**src/hdl/tiopm_pkg.sv**
```systemverilog
// Shared types, widths and constants of the third-order IIR plant model.
// No dependencies; every other file of the block but the assertion macro header imports this package.
package tiopm_pkg;

    localparam int FILTER_ORDER = 3;
    localparam int NUM_REGS     = 6;

    localparam int COEF_W    = 18;
    localparam int SAMPLE_W  = 32;
    localparam int STATE_W   = 48;
    localparam int PROD_W    = COEF_W + SAMPLE_W;
    localparam int RND_SHIFT = 14;
    localparam int RND_W     = PROD_W - RND_SHIFT;
    localparam int ACC_W     = STATE_W + 1;
    localparam int DIFF_W    = STATE_W + 2;

    localparam int CFG_IDX_W = $clog2(NUM_REGS);
    localparam int TAP_W     = (FILTER_ORDER > 1) ? $clog2(FILTER_ORDER) : 1;
    localparam int K_W       = $clog2(FILTER_ORDER + 1);

    typedef logic signed [COEF_W-1:0]   coef_t;
    typedef logic signed [SAMPLE_W-1:0] sample_t;
    typedef logic signed [STATE_W-1:0]  state_t;
    typedef logic signed [PROD_W-1:0]   prod_t;
    typedef logic signed [RND_W-1:0]    rnd_t;
    typedef logic signed [ACC_W-1:0]    acc_t;
    typedef logic signed [DIFF_W-1:0]   diff_t;
    typedef logic [CFG_IDX_W-1:0]       cfg_idx_t;
    typedef logic [TAP_W-1:0]           tap_t;
    typedef logic [K_W-1:0]             k_t;
    typedef coef_t [NUM_REGS-1:0]       coef_bank_t;

    // Register indexes on the configuration port.
    localparam cfg_idx_t REG_B0 = 3'd0;
    localparam cfg_idx_t REG_B1 = 3'd1;
    localparam cfg_idx_t REG_B2 = 3'd2;
    localparam cfg_idx_t REG_A1 = 3'd3;
    localparam cfg_idx_t REG_A2 = 3'd4;
    localparam cfg_idx_t REG_A3 = 3'd5;

    // Highest index first: a3, a2, a1, b2, b1, b0.
    localparam coef_bank_t COEF_RESET = '{
        -18'sd8684, 18'sd30310, -18'sd37519, -18'sd1114, 18'sd164, 18'sd1475
    };

    localparam sample_t SAMPLE_MAX = {1'b0, {(SAMPLE_W-1){1'b1}}};
    localparam sample_t SAMPLE_MIN = {1'b1, {(SAMPLE_W-1){1'b0}}};
    localparam state_t  STATE_MAX  = {1'b0, {(STATE_W-1){1'b1}}};
    localparam state_t  STATE_MIN  = {1'b1, {(STATE_W-1){1'b0}}};

    // Operand select of the shared multiplier.
    typedef logic [1:0] opsel_t;
    localparam opsel_t OPS_IN = 2'd0;
    localparam opsel_t OPS_X  = 2'd1;
    localparam opsel_t OPS_Y  = 2'd2;

    typedef struct packed {
        logic   clear;
        logic   load_x;
        logic   write_y;
        logic   write_acc;
        logic   write_state;
        logic   mul_en;
        opsel_t op_sel;
        logic   coef_is_a;
        k_t     coef_k;
        tap_t   tap;
        logic   last_tap;
    } ctrl_t;

endpackage

```
**src/hdl/tiopm_mul.sv**
```systemverilog
// Shared signed 18x32 multiplier with a registered full-width product.
// Depends on tiopm_pkg.
module tiopm_mul import tiopm_pkg::*;
(
    input  logic    clk,
    input  logic    en,
    input  coef_t   coef,
    input  sample_t operand,
    output prod_t   prod
);

    prod_t prod_reg;

    always_ff @(posedge clk)
    begin
        if (en)
        begin
            prod_reg <= coef * operand;
        end
    end

    assign prod = prod_reg;

endmodule

```
**src/hdl/tiopm_dpath.sv**
```systemverilog
// Datapath of the plant model: operand and coefficient selection, rounding,
// accumulation, saturation and the delay line. Depends on tiopm_pkg, tiopm_mul.
module tiopm_dpath import tiopm_pkg::*;
(
    input  logic       clk,
    input  logic       rst_n,
    input  ctrl_t      ctrl,
    input  coef_bank_t coefs,
    input  sample_t    in_sample,
    output sample_t    y,
    output logic       clip
);

    function automatic coef_t pick_coef(coef_bank_t bank, logic is_a, k_t k);
        coef_t c;
        c = '0;
        if (!is_a)
        begin
            if (k == K_W'(0))
                c = bank[REG_B0];
            else if (k == K_W'(1))
                c = bank[REG_B1];
            else if ((FILTER_ORDER >= 2) && (k == K_W'(2)))
                c = bank[REG_B2];
        end
        else
        begin
            if (k == K_W'(1))
                c = bank[REG_A1];
            else if ((FILTER_ORDER >= 2) && (k == K_W'(2)))
                c = bank[REG_A2];
            else if ((FILTER_ORDER >= 3) && (k == K_W'(3)))
                c = bank[REG_A3];
        end
        return c;
    endfunction

    sample_t x_reg;
    sample_t y_reg;
    logic    clip_reg;
    acc_t    acc_reg;
    state_t  state_reg [FILTER_ORDER];

    coef_t   mul_coef;
    sample_t mul_operand;
    prod_t   prod;
    rnd_t    rnd;
    acc_t    raw;
    logic    y_fits;
    sample_t y_val;
    tap_t    nxt_idx;
    state_t  nxt;
    acc_t    acc_in;
    diff_t   diff;
    logic    s_fits;
    state_t  s_val;

    assign mul_coef = pick_coef(coefs, ctrl.coef_is_a, ctrl.coef_k);

    always_comb
    begin
        unique case (ctrl.op_sel)
            OPS_IN:  mul_operand = in_sample;
            OPS_X:   mul_operand = x_reg;
            OPS_Y:   mul_operand = y_reg;
            default: mul_operand = x_reg;
        endcase
    end

    tiopm_mul u_mul
    (
        .clk     (clk),
        .en      (ctrl.mul_en),
        .coef    (mul_coef),
        .operand (mul_operand),
        .prod    (prod)
    );

    // Round half up: floor(p / 2^14) plus the bit just below the cut.
    assign rnd = $signed(prod[PROD_W-1:RND_SHIFT])
               + $signed({{(RND_W-1){1'b0}}, prod[RND_SHIFT-1]});

    assign raw    = acc_t'(rnd) + acc_t'(state_reg[0]);
    assign y_fits = (&raw[ACC_W-1:SAMPLE_W-1]) || !(|raw[ACC_W-1:SAMPLE_W-1]);
    assign y_val  = y_fits ? raw[SAMPLE_W-1:0] : (raw[ACC_W-1] ? SAMPLE_MIN : SAMPLE_MAX);

    // The last tap has no younger state word to fold in.
    assign nxt_idx = ctrl.tap + TAP_W'(1);
    assign nxt     = ctrl.last_tap ? '0 : state_reg[nxt_idx];
    assign acc_in  = acc_t'(rnd) + acc_t'(nxt);

    assign diff   = diff_t'(acc_reg) - diff_t'(rnd);
    assign s_fits = (&diff[DIFF_W-1:STATE_W-1]) || !(|diff[DIFF_W-1:STATE_W-1]);
    assign s_val  = s_fits ? diff[STATE_W-1:0] : (diff[DIFF_W-1] ? STATE_MIN : STATE_MAX);

    always_ff @(posedge clk)
    begin
        if (ctrl.load_x)
        begin
            x_reg <= in_sample;
        end
        if (ctrl.write_y)
        begin
            y_reg    <= y_val;
            clip_reg <= !y_fits;
        end
        if (ctrl.write_acc)
        begin
            acc_reg <= acc_in;
        end
    end

    always_ff @(posedge clk or negedge rst_n)
    begin
        if (!rst_n)
        begin
            for (int i = 0; i < FILTER_ORDER; i++)
            begin
                state_reg[i] <= '0;
            end
        end
        else if (ctrl.clear)
        begin
            for (int i = 0; i < FILTER_ORDER; i++)
            begin
                state_reg[i] <= '0;
            end
        end
        else if (ctrl.write_state)
        begin
            state_reg[ctrl.tap] <= s_val;
        end
    end

    assign y    = y_reg;
    assign clip = clip_reg;

endmodule

```
**config.mk**
```make
export PLATFORM = sky130hd
export DESIGN_NAME = tiopm_dpath
export DESIGN_NICKNAME = d
export VERILOG_FILES = /design/src/hdl/tiopm_pkg.sv /design/src/hdl/tiopm_mul.sv /design/src/hdl/tiopm_dpath.sv
export SDC_FILE = /design/constraint.sdc
export NUM_CORES = 2
export LEC_CHECK = 0
export BUFFER_PORTS_ARGS = -buffer_cell sky130_fd_sc_hd__clkbuf_2
export CAP_MARGIN = 10
export CORE_MARGIN = 4
export CORE_UTILIZATION = 25
export DETAILED_ROUTE_END_ITERATION = 8
export HOLD_SLACK_MARGIN = 0.15
export PLACE_DENSITY = 0.45
export SLEW_MARGIN = 15
export SYNTH_ARGS = -nofsm -noshare
export SYNTH_HDL_FRONTEND = slang
export SYNTH_SLANG_ARGS = --single-unit
```
**constraint.sdc**
```tcl
create_clock -name clk -period 9.4 [get_ports clk]
set_clock_uncertainty 0.2 [all_clocks]
set_input_delay 1.41 -clock clk [delete_from_list [all_inputs] [get_ports clk]]
set_output_delay 1.41 -clock clk [all_outputs]
set_load 0.01 [all_outputs]
```
==> results_dict.tcl <==
set metrics [dict create \
    relSlewSlack_pct 21.6 \
    cts_root_buf "clkbuf_16" \
    r2r_start "y[1]" \
    synthArstFlopShare_pct 48.8 \
    totalNegativeSetupSlack_ns 0 \
    routed_wl_um 147000 \
    worstPathArrival_ns 9.20 \
    use_met1_pct 24.7 \
    fp.coreArea_um2 161000 \
    drive_above_1_share_pct 12.3 \
    slew_viol_final 0 \
    cts_sinks 295 \
    fin_crit_sh_pct 96.2 \
    cts_buffer_depth 3 \
    io_buffers 188 \
    slowest_stage "nor3_1" \
    synth_nets 5561 \
    critical_path_class "in2reg" \
    worstMarginPinSlew_ns 1.17 \
    setup-violations-final 0 \
    startpoint "ctrl[4]" \
    ys.flop_type "edfxtp_1" \
    nets 5873 \
    dieArea_um2 169000 \
    avgSynthCellArea_um2 8.86 \
    num_rows 147 \
    cts_hold_buf 0 \
    drt-initial-drc-count 2588 \
    max-cap-violations 0 \
    antenna_found_initial 2 \
    worstHoldStart "state_reg[39]" \
    synth_cell_types 85 \
    met3_usage_pct 2.87 \
    ys_warn_count 0 \
    busiest_layer "met2" \
    hold_violations 0 \
    fp.dieH_um 411 \
    vias 33432 \
    synthesis.area_um2 40600 \
    critPathLaunchType "input port" \
    crit_fanout 16 \
    avgRoutedWirePerCell_um 20.7 \
    synthCells 4584 \
    ctsHtreeMaxLevel 2 \
    grt_overflow 0 \
    grt_pass1_wl_um 224000 \
    grt_usage_pct 17.3 \
    final_cells 7085 \
    grt_max_degree 82 \
    hold_class "reg2reg" \
    drt_first_pass_iters 6 \
    viasPerCell 4.72 \
    synth_edf_count 151 \
    drtAntennaViolNets 0 \
    cp.required_ns 9.55 \
    pre_cts_ws_ns -0.739 \
    clk_pin_slew_ns 0.08 \
    fin_crit_ns 9.05 \
    cts_buffers 38 \
    drc 0 \
    critical-path-max-stage-delay_ns 0.93 \
    io_pins 189 \
    largest_reg_flops 144 \
    ys_ff_latch 295 \
    whs_ns 0.279 \
    gp_congestion 0.912 \
    initial_utilization_pct 25.2 \
    crit_path_end_kind "flop" \
    met2_usage_pct 27.7 \
    rsz0062_at_grt "yes" \
    grt_pass1_vias 34713 \
    cts_tree "yes" \
    max_freq_mhz 111 \
    finalWorstSetupSlack_ns 0.354 \
    seq_area_frac_synth_pct 20.0 \
    area_growth_syn_to_layout_pct 16.7 \
    clk_latency_ns 0.60 \
    status "complete, no violations" \
    dp_cells 7015 \
    fp.dieW_um 411 \
    dp_hpwl_um 120000 \
]
==> layout by cell type (no fill, tap or decap), drive strengths merged, types with 144 or more instances in the layout <==
cell type and instances:
inv 670, buf 284, clkbuf 235, nand2 607, ha 266, fa 555
o21ai 265, edfxtp 151, a21oi 208, nor2 470, dfrtp 144
==> stage by stage <==
| step | utilization (%) | instance area, um2 |
|---|---|---|
| after floorplan | - | 40600 |
| after global placement | 28.6 | 46100 |
| after detailed placement | 28.6 | 46100 |
| after CTS | 29.4 | 47400 |
| after global routing | 29.4 | 47400 |
| final | 29.4 | 47400 |
==> synth_stat cells (28+ instances only) <==
cell / count / area, um2
a21oi_1: 208 / 1040
nand4_1: 38 / 238
nand3_1: 42 / 210
o21bai_1: 31 / 233
nor2b_1: 31 / 194
o21ai_0: 237 / 1190
xnor2_1: 134 / 1170
and2_1: 28 / 175
dfrtp_1: 144 / 3600
nor3_1: 51 / 255
edfxtp_1: 151 / 4530
nor2_1: 470 / 1760
a21o_1: 101 / 758
inv_1: 666 / 2500
ha_1: 266 / 3330
and3_1: 40 / 250
clkbuf_1: 171 / 642
mux2i_1: 131 / 1310
o21a_1: 58 / 435
nand2_1: 605 / 2270
o21ai_1: 28 / 140
xor2_1: 63 / 552
fa_1: 555 / 11100
nand2b_1: 39 / 244
==> path summary, 6_finish.rpt <==
check                                 end  slack, ns  cells past startpoint
setup / recovery           u_mul.prod[47]       0.35                     30
hold reg to reg             state_reg[39]       0.28                      2
setup reg to reg           u_mul.prod[47]       1.30                     25
max in group asynchronous   state_reg[71]       7.19                      2
min in group asynchronous    state_reg[0]       0.59                      1
hold / removal              state_reg[39]       0.28                      2
==> repair_timing <==
item,4_1_cts,5_1_grt
buffers inserted,1,0
cloned,0,0
resized for setup,1,5
pin swaps,1,0
setup endpoints to repair,11,13
==> logic make-up after synthesis <==
logic type | after synthesis | share of synthesized area (%)
XOR/XNOR | 197 | 4.25
multiplexers | 156 | 3.95
buffers and inverters | 866 | 8.12
AND/OR/NAND/NOR | 1398 | 14.8
AO/OA/AOI/OAI | 851 | 13.3
adder cells (fa/ha/maj) | 821 | 35.5
flip-flops | 295 | 20.0
==> metal layers <==
layer | vias to the layer above | share of wire, %
li1 | 15628 | -
met1 | 16753 | 47
met2 | 925 | 45
met3 | 126 | 6.0
met4 | 0 | 2.2
met5 | - | 0
==> cell type report <==
class / count / area [um2]
timing repair buffer: 470 / 3490
tap: 2160 / 2700
fill: 17352 / 114000
clock inverter: 19 / 194
antenna: 1 / 2.50
inverter: 668 / 2510
multi-input combinational: 3423 / 29300
sequential: 295 / 8140
clock buffer: 49 / 1060
==> worst max-delay path: cells and delay by family <==
kind / cells / cell delay [ns]
compound gates: 10 / 1.82
xor+xnor: 1 / 0.13
fa+ha+maj: 7 / 2.91
buf+inv: 8 / 1.08
simple gates: 4 / 1.84
Power is not shown: default switching activity piles up to over one toggle a cycle in this logic, so the estimate is an artifact.
